--- config.mk ---
export PLATFORM = sky130hd
export DESIGN_NAME = imu_fifo_burst_averager_core
export DESIGN_NICKNAME = d
export VERILOG_FILES = /design/src/design/ifba_pkg.sv /design/src/design/ifba_div_lanes.sv /design/src/design/imu_fifo_burst_averager_core.sv
export SDC_FILE = /design/constraint.sdc
export NUM_CORES = 2
export LEC_CHECK = 0
export BUFFER_PORTS_ARGS = -buffer_cell sky130_fd_sc_hd__buf_2
export CAP_MARGIN = 10
export CORE_ASPECT_RATIO = 0.6
export CORE_UTILIZATION = 55
export DETAILED_ROUTE_END_ITERATION = 12
export HOLD_SLACK_MARGIN = 0.15
export PLACE_DENSITY = 0.76
export SLEW_MARGIN = 20
export SYNTH_ARGS = -nofsm -noshare
export SYNTH_HDL_FRONTEND = slang
export SYNTH_SLANG_ARGS = --single-unit
--- constraint.sdc ---
create_clock -name clock -period 6.7 [get_ports clock]
set_clock_uncertainty 0.05 [all_clocks]
set_input_delay 1.34 -clock clock [delete_from_list [all_inputs] [get_ports clock]]
set_output_delay 1.34 -clock clock [all_outputs]
set_load 0.02 [all_outputs]
--- src/design/ifba_pkg.sv ---
// Shared constants, types and state codes for the IMU FIFO burst averager.
package ifba_pkg;

   localparam int AXES                = 6;
   localparam int SAMPLE_W            = 16;
   localparam int HEADER_W            = 8;
   localparam int COUNT_OUT_W         = 6;
   localparam int DEFAULT_MAX_SAMPLES = 32;

   // sized for the largest burst length of 64 packets
   localparam int SUM_W  = 22;
   localparam int NUM_W  = 24;
   localparam int MAG_W  = 23;
   localparam int STEP_W = $clog2(MAG_W);

   localparam int REQ_DATA_W = HEADER_W + AXES * SAMPLE_W;
   localparam int RSP_FIELD_W = AXES * SAMPLE_W + COUNT_OUT_W;
   localparam int RSP_DATA_W = ((RSP_FIELD_W + 7) / 8) * 8;

   localparam int CSR_INDEX_W = 2;
   localparam int CSR_DATA_W  = 8;

   localparam logic [CSR_INDEX_W-1:0] CSR_MUST_SET   = CSR_INDEX_W'(0);
   localparam logic [CSR_INDEX_W-1:0] CSR_MUST_CLEAR = CSR_INDEX_W'(1);

   localparam logic [HEADER_W-1:0] MUST_SET_RESET   = 8'h60;
   localparam logic [HEADER_W-1:0] MUST_CLEAR_RESET = 8'h93;

   typedef logic signed [SAMPLE_W-1:0] sample_type;
   typedef logic signed [SUM_W-1:0]    sum_type;
   typedef logic signed [NUM_W-1:0]    num_type;

   typedef sample_type sample_vec_type [AXES];
   typedef sum_type    sum_vec_type    [AXES];
   typedef num_type    num_vec_type    [AXES];

   typedef enum logic [1:0] {
      ST_IDLE,
      ST_CLOSE,
      ST_DIV,
      ST_STORE
   } state_type;

endpackage

--- src/design/ifba_div_lanes.sv ---
// Six-lane bit-serial signed divider, one quotient bit per lane per cycle.
module ifba_div_lanes
   import ifba_pkg::*;
#(
   parameter int DEN_W = 7
) (
   input  logic             clock,
   input  logic             reset,
   input  logic             start,
   input  num_vec_type      num,
   input  logic [DEN_W-1:0] den,
   output logic             done,
   output sample_vec_type   quot
);

   logic                 busy_ff;
   logic                 busy_in;
   logic                 done_ff;
   logic                 done_in;
   logic [STEP_W-1:0]    step_ff;
   logic [STEP_W-1:0]    step_in;
   logic [DEN_W-1:0]     den_ff;
   logic                 neg_ff  [AXES];
   logic [MAG_W-1:0]     mag_ff  [AXES];
   logic [MAG_W-1:0]     mag_in  [AXES];
   logic [DEN_W-1:0]     rem_ff  [AXES];
   logic [DEN_W-1:0]     rem_in  [AXES];

   always_comb begin
      logic [DEN_W:0] trial;
      trial   = '0;
      busy_in = busy_ff;
      done_in = 1'b0;
      step_in = step_ff;
      for (int i = 0; i < AXES; i++) begin
         mag_in[i] = mag_ff[i];
         rem_in[i] = rem_ff[i];
      end
      if (start) begin
         busy_in = 1'b1;
         step_in = '0;
         for (int i = 0; i < AXES; i++) begin
            mag_in[i] = num[i][NUM_W-1] ? MAG_W'(-num[i]) : MAG_W'(num[i]);
            rem_in[i] = '0;
         end
      end else if (busy_ff) begin
         for (int i = 0; i < AXES; i++) begin
            trial = {rem_ff[i], mag_ff[i][MAG_W-1]};
            if (trial >= {1'b0, den_ff}) begin
               rem_in[i] = DEN_W'(trial - {1'b0, den_ff});
               mag_in[i] = {mag_ff[i][MAG_W-2:0], 1'b1};
            end else begin
               rem_in[i] = trial[DEN_W-1:0];
               mag_in[i] = {mag_ff[i][MAG_W-2:0], 1'b0};
            end
         end
         step_in = step_ff + STEP_W'(1);
         if (step_ff == STEP_W'(MAG_W - 1)) begin
            busy_in = 1'b0;
            done_in = 1'b1;
         end
      end
   end

   always_ff @(posedge clock) begin
      if (reset) begin
         busy_ff <= 1'b0;
         done_ff <= 1'b0;
         step_ff <= '0;
      end else begin
         busy_ff <= busy_in;
         done_ff <= done_in;
         step_ff <= step_in;
      end
   end

   always_ff @(posedge clock) begin
      if (start) begin
         den_ff <= den;
         for (int i = 0; i < AXES; i++) begin
            neg_ff[i] <= num[i][NUM_W-1];
         end
      end
      for (int i = 0; i < AXES; i++) begin
         mag_ff[i] <= mag_in[i];
         rem_ff[i] <= rem_in[i];
      end
   end

   always_comb begin
      for (int i = 0; i < AXES; i++) begin
         quot[i] = neg_ff[i] ? SAMPLE_W'(-mag_ff[i]) : SAMPLE_W'(mag_ff[i]);
      end
   end

   assign done = done_ff;

endmodule

--- src/design/imu_fifo_burst_averager_core.sv ---
// A packet without tlast is absorbed while idle; a burst close runs through ST_CLOSE,
// ST_DIV and ST_STORE from the last item to the result register.
// Throughput: one item per cycle inside a burst; the bit-serial divider, one
// quotient bit per cycle for all six axes, sets the close time.
// Reset: synchronous, active high; clears sums, samples, reports, count, masks to
// their defaults, and empties the result register.
module imu_fifo_burst_averager_core
   import ifba_pkg::*;
#(
   parameter int MAX_SAMPLES = DEFAULT_MAX_SAMPLES
) (
   input  logic                   clock,
   input  logic                   reset,
   input  logic                   req_tvalid,
   output logic                   req_tready,
   // header, accel_x, accel_y, accel_z, gyro_x, gyro_y, gyro_z
   input  logic [REQ_DATA_W-1:0]  req_tdata,
   input  logic                   req_tlast,
   output logic                   rsp_tvalid,
   input  logic                   rsp_tready,
   // avg_accel_x, avg_accel_y, avg_accel_z, avg_gyro_x, avg_gyro_y, avg_gyro_z,
   // valid_count, zero pad
   output logic [RSP_DATA_W-1:0]  rsp_tdata,
   input  logic                   csr_wr_en,
   input  logic [CSR_INDEX_W-1:0] csr_index,
   input  logic [CSR_DATA_W-1:0]  csr_wdata
);

   localparam int CNT_W = $clog2(MAX_SAMPLES + 1);
   localparam int DEN_W = CNT_W + 1;

   state_type             state_ff;
   state_type             state_in;
   logic [HEADER_W-1:0]   must_set_ff;
   logic [HEADER_W-1:0]   must_clear_ff;
   sum_vec_type           sums_ff;
   sample_vec_type        newest_ff;
   sample_vec_type        prev_ff;
   logic [CNT_W-1:0]      count_ff;
   logic                  stopped_ff;
   logic                  rsp_valid_ff;
   logic [RSP_DATA_W-1:0] rsp_data_ff;
   logic [RSP_DATA_W-1:0] rsp_data_in;

   logic                  accept;
   logic                  header_ok;
   logic [HEADER_W-1:0]   header;
   logic                  div_start;
   logic                  div_done;
   logic                  store_fire;
   logic                  clear_burst;
   logic                  out_free;
   num_vec_type           div_num;
   sample_vec_type        div_quot;

   assign header    = req_tdata[HEADER_W-1:0];
   assign header_ok = ((header & must_set_ff) == must_set_ff) &&
                      ((header & must_clear_ff) == '0);
   assign accept    = req_tvalid && req_tready;
   assign out_free  = !rsp_valid_ff || rsp_tready;

   always_comb begin
      state_in = state_ff;
      unique case (state_ff)
         ST_IDLE: begin
            if (accept && req_tlast) begin
               state_in = ST_CLOSE;
            end
         end
         ST_CLOSE: begin
            state_in = (count_ff == '0) ? ST_IDLE : ST_DIV;
         end
         ST_DIV: begin
            if (div_done) begin
               state_in = ST_STORE;
            end
         end
         ST_STORE: begin
            if (out_free) begin
               state_in = ST_IDLE;
            end
         end
         default: state_in = ST_IDLE;
      endcase
   end

   always_comb begin
      req_tready  = 1'b0;
      div_start   = 1'b0;
      store_fire  = 1'b0;
      clear_burst = 1'b0;
      unique case (state_ff)
         ST_IDLE:  req_tready = 1'b1;
         ST_CLOSE: begin
            div_start   = (count_ff != '0);
            clear_burst = (count_ff == '0);
         end
         ST_DIV:   ;
         ST_STORE: begin
            store_fire  = out_free;
            clear_burst = out_free;
         end
         default:  ;
      endcase
   end

   always_comb begin
      for (int i = 0; i < AXES; i++) begin
         div_num[i] = NUM_W'(newest_ff[i]) + NUM_W'(prev_ff[i]) +
                      (NUM_W'(sums_ff[i]) <<< 1);
      end
   end

   ifba_div_lanes #(
      .DEN_W (DEN_W)
   ) u_div (
      .clock (clock),
      .reset (reset),
      .start (div_start),
      .num   (div_num),
      .den   ({count_ff, 1'b0}),
      .done  (div_done),
      .quot  (div_quot)
   );

   always_ff @(posedge clock) begin
      if (reset) begin
         state_ff      <= ST_IDLE;
         must_set_ff   <= MUST_SET_RESET;
         must_clear_ff <= MUST_CLEAR_RESET;
         count_ff      <= '0;
         stopped_ff    <= 1'b0;
         rsp_valid_ff  <= 1'b0;
         for (int i = 0; i < AXES; i++) begin
            sums_ff[i]   <= '0;
            newest_ff[i] <= '0;
            prev_ff[i]   <= '0;
         end
      end else begin
         state_ff <= state_in;
         if (csr_wr_en) begin
            case (csr_index)
               CSR_MUST_SET:   must_set_ff   <= csr_wdata;
               CSR_MUST_CLEAR: must_clear_ff <= csr_wdata;
               default:        ;
            endcase
         end
         if (accept && !stopped_ff) begin
            if (!header_ok) begin
               stopped_ff <= 1'b1;
            end else if (count_ff < CNT_W'(MAX_SAMPLES)) begin
               for (int i = 0; i < AXES; i++) begin
                  if (count_ff != '0) begin
                     sums_ff[i] <= sums_ff[i] + SUM_W'(newest_ff[i]);
                  end
                  newest_ff[i] <= req_tdata[HEADER_W + i*SAMPLE_W +: SAMPLE_W];
               end
               count_ff <= count_ff + CNT_W'(1);
            end
         end
         if (store_fire) begin
            for (int i = 0; i < AXES; i++) begin
               prev_ff[i] <= div_quot[i];
            end
         end
         if (clear_burst) begin
            count_ff   <= '0;
            stopped_ff <= 1'b0;
            for (int i = 0; i < AXES; i++) begin
               sums_ff[i] <= '0;
            end
         end
         if (store_fire) begin
            rsp_valid_ff <= 1'b1;
         end else if (rsp_tready) begin
            rsp_valid_ff <= 1'b0;
         end
      end
   end

   always_comb begin
      rsp_data_in = '0;
      for (int i = 0; i < AXES; i++) begin
         rsp_data_in[i*SAMPLE_W +: SAMPLE_W] = div_quot[i];
      end
      rsp_data_in[AXES*SAMPLE_W +: COUNT_OUT_W] = COUNT_OUT_W'(count_ff);
   end

   always_ff @(posedge clock) begin
      if (store_fire) begin
         rsp_data_ff <= rsp_data_in;
      end
   end

   assign rsp_tvalid = rsp_valid_ff;
   assign rsp_tdata  = rsp_data_ff;

endmodule
* Word level (Yosys, flattened, before mapping)
Memories as Yosys holds them, arrays and structs flattened.
Cells that the tools add are included.
** Storage, ports and cells
- Flip-flop bits (word level) :: 141
- Latch bits :: 0
- Memory bits (writable) :: 510
- ROM bits :: 0
- Input port bits :: 120
- Output and inout port bits :: 106
- Logic and storage cells :: 208
- Memories :: 6
** Operators by class
- $add $sub $neg :: 38
- Multiply operators :: 0
- Div/mod/pow operators :: 0
- $lt $le $gt $ge :: 7
- Eq/ne operators :: 9
- Shifts and indexed selects :: 0
- Mux-type cells :: 88
- Bitwise gates (word level) :: 28
- Reduce and logical (&&, ||, !) cells :: 21
** Memory list
- u_div.mag_ff :: words 6, bits a word 23, rd ports 6, clocked after memory_dff 0, wr ports 6, RTL line ifba_div_lanes.sv:24 : logic [MAG_W-1:0] mag_ff [AXES];
- sums_ff :: words 6, bits a word 22, rd ports 6, clocked after memory_dff 0, wr ports 6, RTL line imu_fifo_burst_averager_core.sv:36 : sum_vec_type sums_ff;
- newest_ff :: words 6, bits a word 16, rd ports 6, clocked after memory_dff 0, wr ports 6, RTL line imu_fifo_burst_averager_core.sv:37 : sample_vec_type newest_ff;
- prev_ff :: words 6, bits a word 16, rd ports 6, clocked after memory_dff 0, wr ports 6, RTL line imu_fifo_burst_averager_core.sv:38 : sample_vec_type prev_ff;
- u_div.rem_ff :: words 6, bits a word 7, rd ports 6, clocked after memory_dff 0, wr ports 6, RTL line ifba_div_lanes.sv:26 : logic [DEN_W-1:0] rem_ff [AXES];
- u_div.neg_ff :: words 6, bits a word 1, rd ports 6, clocked after memory_dff 0, wr ports 6, RTL line ifba_div_lanes.sv:23 : logic neg_ff [AXES];
** Operators with widths (number)
- 16-bit 2-to-1 mux :: 18
- 138-bit 2-to-1 mux :: 2
- 22-bit 2-to-1 mux :: 12
- 17-bit by 23-bit adder with 24-bit output :: 6
- 23-bit 2-to-1 mux :: 6
- 23-bit negator :: 6
- 22-bit by 16-bit adder with 22-bit output :: 6
- 16-bit by 16-bit adder with 17-bit output :: 6
- 16-bit negator :: 6
- 42-bit 2-to-1 mux :: 2
- 8-bit by 7-bit greater-or-equal comparator with 1-bit output :: 6
- 7-bit 2-to-1 mux :: 6
- 7-bit subtractor :: 6
- 1-bit 2-to-1 mux :: 36
- 1-bit OR :: 24
- 8-bit AND :: 2
- 8-bit equality test :: 1
- 8-bit logical NOT :: 1
- 2-bit 2-to-1 mux :: 4
- 2-bit one-hot mux with 4 select lines :: 1
- 6-bit by 1-bit adder with 6-bit output, second input constant :: 1
- 6-bit logical NOT :: 1
- 6-bit < comparator, second input constant :: 1
- 2-bit AND reduction :: 3
- 17 further kinds :: 28

* Logic depth before layout (Yosys ltp)
- Depth after elaboration :: 9
- Depth in mapped cells :: 18
- Gate-level depth less buffers :: 17

* Hierarchy
A second synthesis with hierarchy kept.
** Unflattened totals
- Cell total of the unflattened synthesis :: 4419
- Area total of the unflattened synthesis :: 45538.7 µm²
** Modules (own cells, without submodules)
- imu_fifo_burst_averager_core :: times used 1, cells each 2733, area an instance 30857.1 µm², sequential area each 13312.8 µm²
- ifba_div_lanes :: times used 1, cells each 1686, area an instance 14681.6 µm², sequential area each 5515.3 µm²

* Least setup slack after synthesis
No wires, ideal clock.
- Path type :: input -> register
- Start point :: input rsp_tready
- End point :: memory prev_ff[0][0] (netlist bit), enable pin
- Setup time :: 0.449 ns
- Data arrival time :: 6.142 ns
- Data required time :: 6.201 ns
- Path slack :: 0.058 ns
- Stages on the path :: 6
- Buffers on the path :: 0
- Path through :: nand2b_1 -> and2_1 -> nand2_1 -> inv_1 -> nor2_1 -> inv_1
** RTL lines
- from (decl) :: RTL line imu_fifo_burst_averager_core.sv:20 : input logic rsp_tready,
- to (decl) :: RTL line imu_fifo_burst_averager_core.sv:38

==> impl_metrics.yaml <==
status:
  status: "completed"
synthesis:
  ys_top_cells_by_area: "edfxtp_1, ha_1, fa_1"
  syn_area_um2: 44250
  synth_top_area_frac: 0.3909
  syn_inst: 4271
  synth_top_family_by_area: "adder cells"
  async_flop_share: 0
  yosys_warnings: 0
  yosysSeqAreaShare: 0.4248
  yosysTopAreaCell: "edfxtp_1"
  synthXorXnorAreaFrac: 0.09003
  synth_compound_area_frac: 0.1421
  yosys.area_share.simple: 0.1508
  synth-edff-count: 576
  ys_ff_latch: 651
  ys.flop_type: "edfxtp_1"
  ys_types: 81
  synth-adder-area-share: 0.1572
  muxShareOfSynthArea: 0.009557
  avgSynthCellArea_um2: 10.36
pwr:
  p_per_area_nw_per_um2: 231.9
  power.leakage_nw: 20.03
  ir_worst_vdd_mv: 0.2060
place:
  place_area_um2: 46480
  gp_congestion: 0.9178
  hpwl_mm: 78.69
  io_buffers: 223
cts:
  ctsLongestPathBuffers: 3
  numCtsBuffers: 68
  worstSkewPairLatency_ps: 650
  hold_buffers: 0
  cts_max_level: 3
  path_clk_slew_ps: 70
  cts_setup_buffers: 0
  cts-root-buf: "clkbuf_16"
  clock-sinks: 651
  cts_tree: "done"
  cts.repair.resized: 0
cells_and_area:
  postLayoutCellArea_um2: 48750
  nNetsFinal: 5053
  drive_gt1_frac: 0.09025
  n_fill_cell: 6540
  area_growth_pct: 10.17
  fin_util: 0.6126
timing:
  grt_setup_unrepaired: "no"
  worst_slew_pin_slew_ps: 1039
  fin_tns_setup_ps: 0
  slew_headroom: 0.3071
  period_needed_ps: 5053
  finalMaxSlewViolations: 0
  min_period_over_period: 0.7542
  setup_violations: 0
  hold_viol_final: 0
  fmax_mhz: 197.9
critical_path:
  crit_slowest_cell: "or4b_1"
  cp-start-kind: "flop"
  worstPathRequired_ps: 6990
  max_stage_delay_ps: 530
  crit_type: "flop to flop"
  path_max_fanout: 13
  arrival_ps: 5340
  critPathCaptureType: "flop"
  crit_chain: "inv_1 > fa_1 > inv_1 > ha_1 > fa_1 > a21o_1 > a221oi_2 > a21oi_2 > or4b_1 > a41o_1 > a211o_1 > a21o_1 > xnor2_2 > buf_4 > inv_2 > o21ai_0 > xnor2_1 > o21ai_0"
global_routing:
  grt_pass1_vias: 31140
  grt_max_degree: 98
  grt_use_total: 0.2649
  grt_pass1_wl_mm: 172.4
  antenna_found_initial: 0
  overflow: 0
floorplan:
  io_pins: 226
  start_util: 0.5561
  dieArea_um2: 81630
  chipHeight_um: 221.7
  fp.coreArea_um2: 79580
  die_x_um: 368.2
  num_rows: 80
drt:
  drtIter0Drc: 3044
  dr.pass1.iters: 6
  wire_per_inst_um: 19.37
  vias_per_cell: 5.885
  wirelength_mm: 108.2
  antenna_left: 0
  drc: 0
  via_count: 32880
run:
  drv_cap: 0
worst_hold_path:
  min_path_type: "flop to flop"
==> metrics by stage <==
| step | hold slack, ps | power (mW) | worst slack [ps] | cells |
|---|---|---|---|---|
| floorplan | 385.2 | 6.782 | 58.25 | 4272 |
| global placement | 399.9 | 7.277 | 1819 | 5463 |
| detailed placement | 402.4 | 7.346 | 1747 | 5463 |
| CTS | 416.8 | 11.34 | 1711 | 5587 |
| global route | 431.7 | 11.82 | 1392 | 5587 |
| finish | 421.5 | 11.30 | 1647 | 5588 |
==> worst max-delay path: cells and delay by family (launching register included) <==
| kind | cells | cell delay, ps |
|---|---|---|
| compound gates | 8 | 1870 |
| fa+ha+maj | 3 | 1140 |
| simple gates | 1 | 530 |
| buf+inv | 4 | 480 |
| flops | 1 | 370 |
| xor+xnor | 2 | 290 |
==> final timing paths <==
check / depth (start not counted) / slack, ps / start / endpoint
worst min-delay path: 1 / 420 / must_clear_ff[4] / must_clear_ff[4]
worst max-delay path: 18 / 1650 / sums_ff[0][0] / u_div.mag_ff[0][17]
worst max register to register: 18 / 1650 / sums_ff[0][0] / u_div.mag_ff[0][17]
worst min register to register: 1 / 420 / must_clear_ff[4] / must_clear_ff[4]
==> layout by cell type (no fill, tap or decap), types with 40 or more instances in the layout <==
cell and instances:
nand3_1 47, a211oi_1 57, edfxtp_1 576, nand2_1 344, clkbuf_16 70, inv_1 161, nor2_1 361, xor2_1 168
o21ai_0 305, mux2i_1 40, nor3_1 99, o31ai_1 60, buf_2 223, fa_1 150, xnor2_1 285, ha_1 316
nor2b_1 57, a21oi_1 248, dfxtp_1 74, nand2b_1 62, and2_1 198, a21o_1 98
==> report_power, final <==
part | internal (mW) | leakage [nW] | switching [mW]
clock | 2.28 | 1.13 | 1.70
sequential | 4.51 | 6.26 | 0.116
combinational | 1.13 | 12.6 | 1.57
total | 7.92 | 20.0 | 3.39
==> metal layers <==
| metal | wire length [um] | track usage |
|---|---|---|
| met1 | 54090 | 0.4229 |
| met2 | 43750 | 0.3668 |
| met3 | 7872 | 0.04384 |
| met4 | 2539 | 0.07148 |
| met5 | 0 | 0 |
==> state kept, by name, indices dropped and copies added, names as in the netlist, 5 cells and up, named ones only <==
signal,flops
prev_ff,96
rsp_tdata,102
count_ff,6
u_div.mag_ff,138
u_div.step_ff,5
must_clear_ff,8
u_div.neg_ff,6
u_div.den_ff,6
newest_ff,96
sums_ff,132
must_set_ff,8
u_div.rem_ff,42
==> layout make-up <==
cell class / instances / area, um2 / area share
Multi-Input combinational cell: 3327 / 24360 / 0.4997
Sequential cell: 651 / 18800 / 0.3856
Clock buffer: 83 / 1841 / 0.03775
Timing Repair Buffer: 252 / 1346 / 0.02762
Tap cell: 1066 / 1334 / 0.02736
Inverter: 167 / 636.9 / 0.01306
Clock inverter: 41 / 430.4 / 0.008829
Antenna cell: 1 / 2.502 / 0.00005133
==> cell usage after synthesis, drive strengths merged (62+ instances only) <==
library cell / instances
xnor2: 286
o21ai: 314
and2: 198
a21oi: 249
dfxtp: 75
ha: 316
fa: 150
inv: 166
a21o: 98
nand2b: 62
nor3: 99
nand2: 345
xor2: 168
edfxtp: 576
nor2: 362
clkbuf: 109
==> cells by family after synthesis <==
kind of cell | count (synthesis)
AO/OA/AOI/OAI | 1006
XOR/XNOR | 454
adder cells (fa/ha/maj) | 466
buffers and inverters | 294
flip-flops | 651
multiplexers | 42
other | 1
AND/OR/NAND/NOR | 1357
Power figures use the tool's default switching activity.
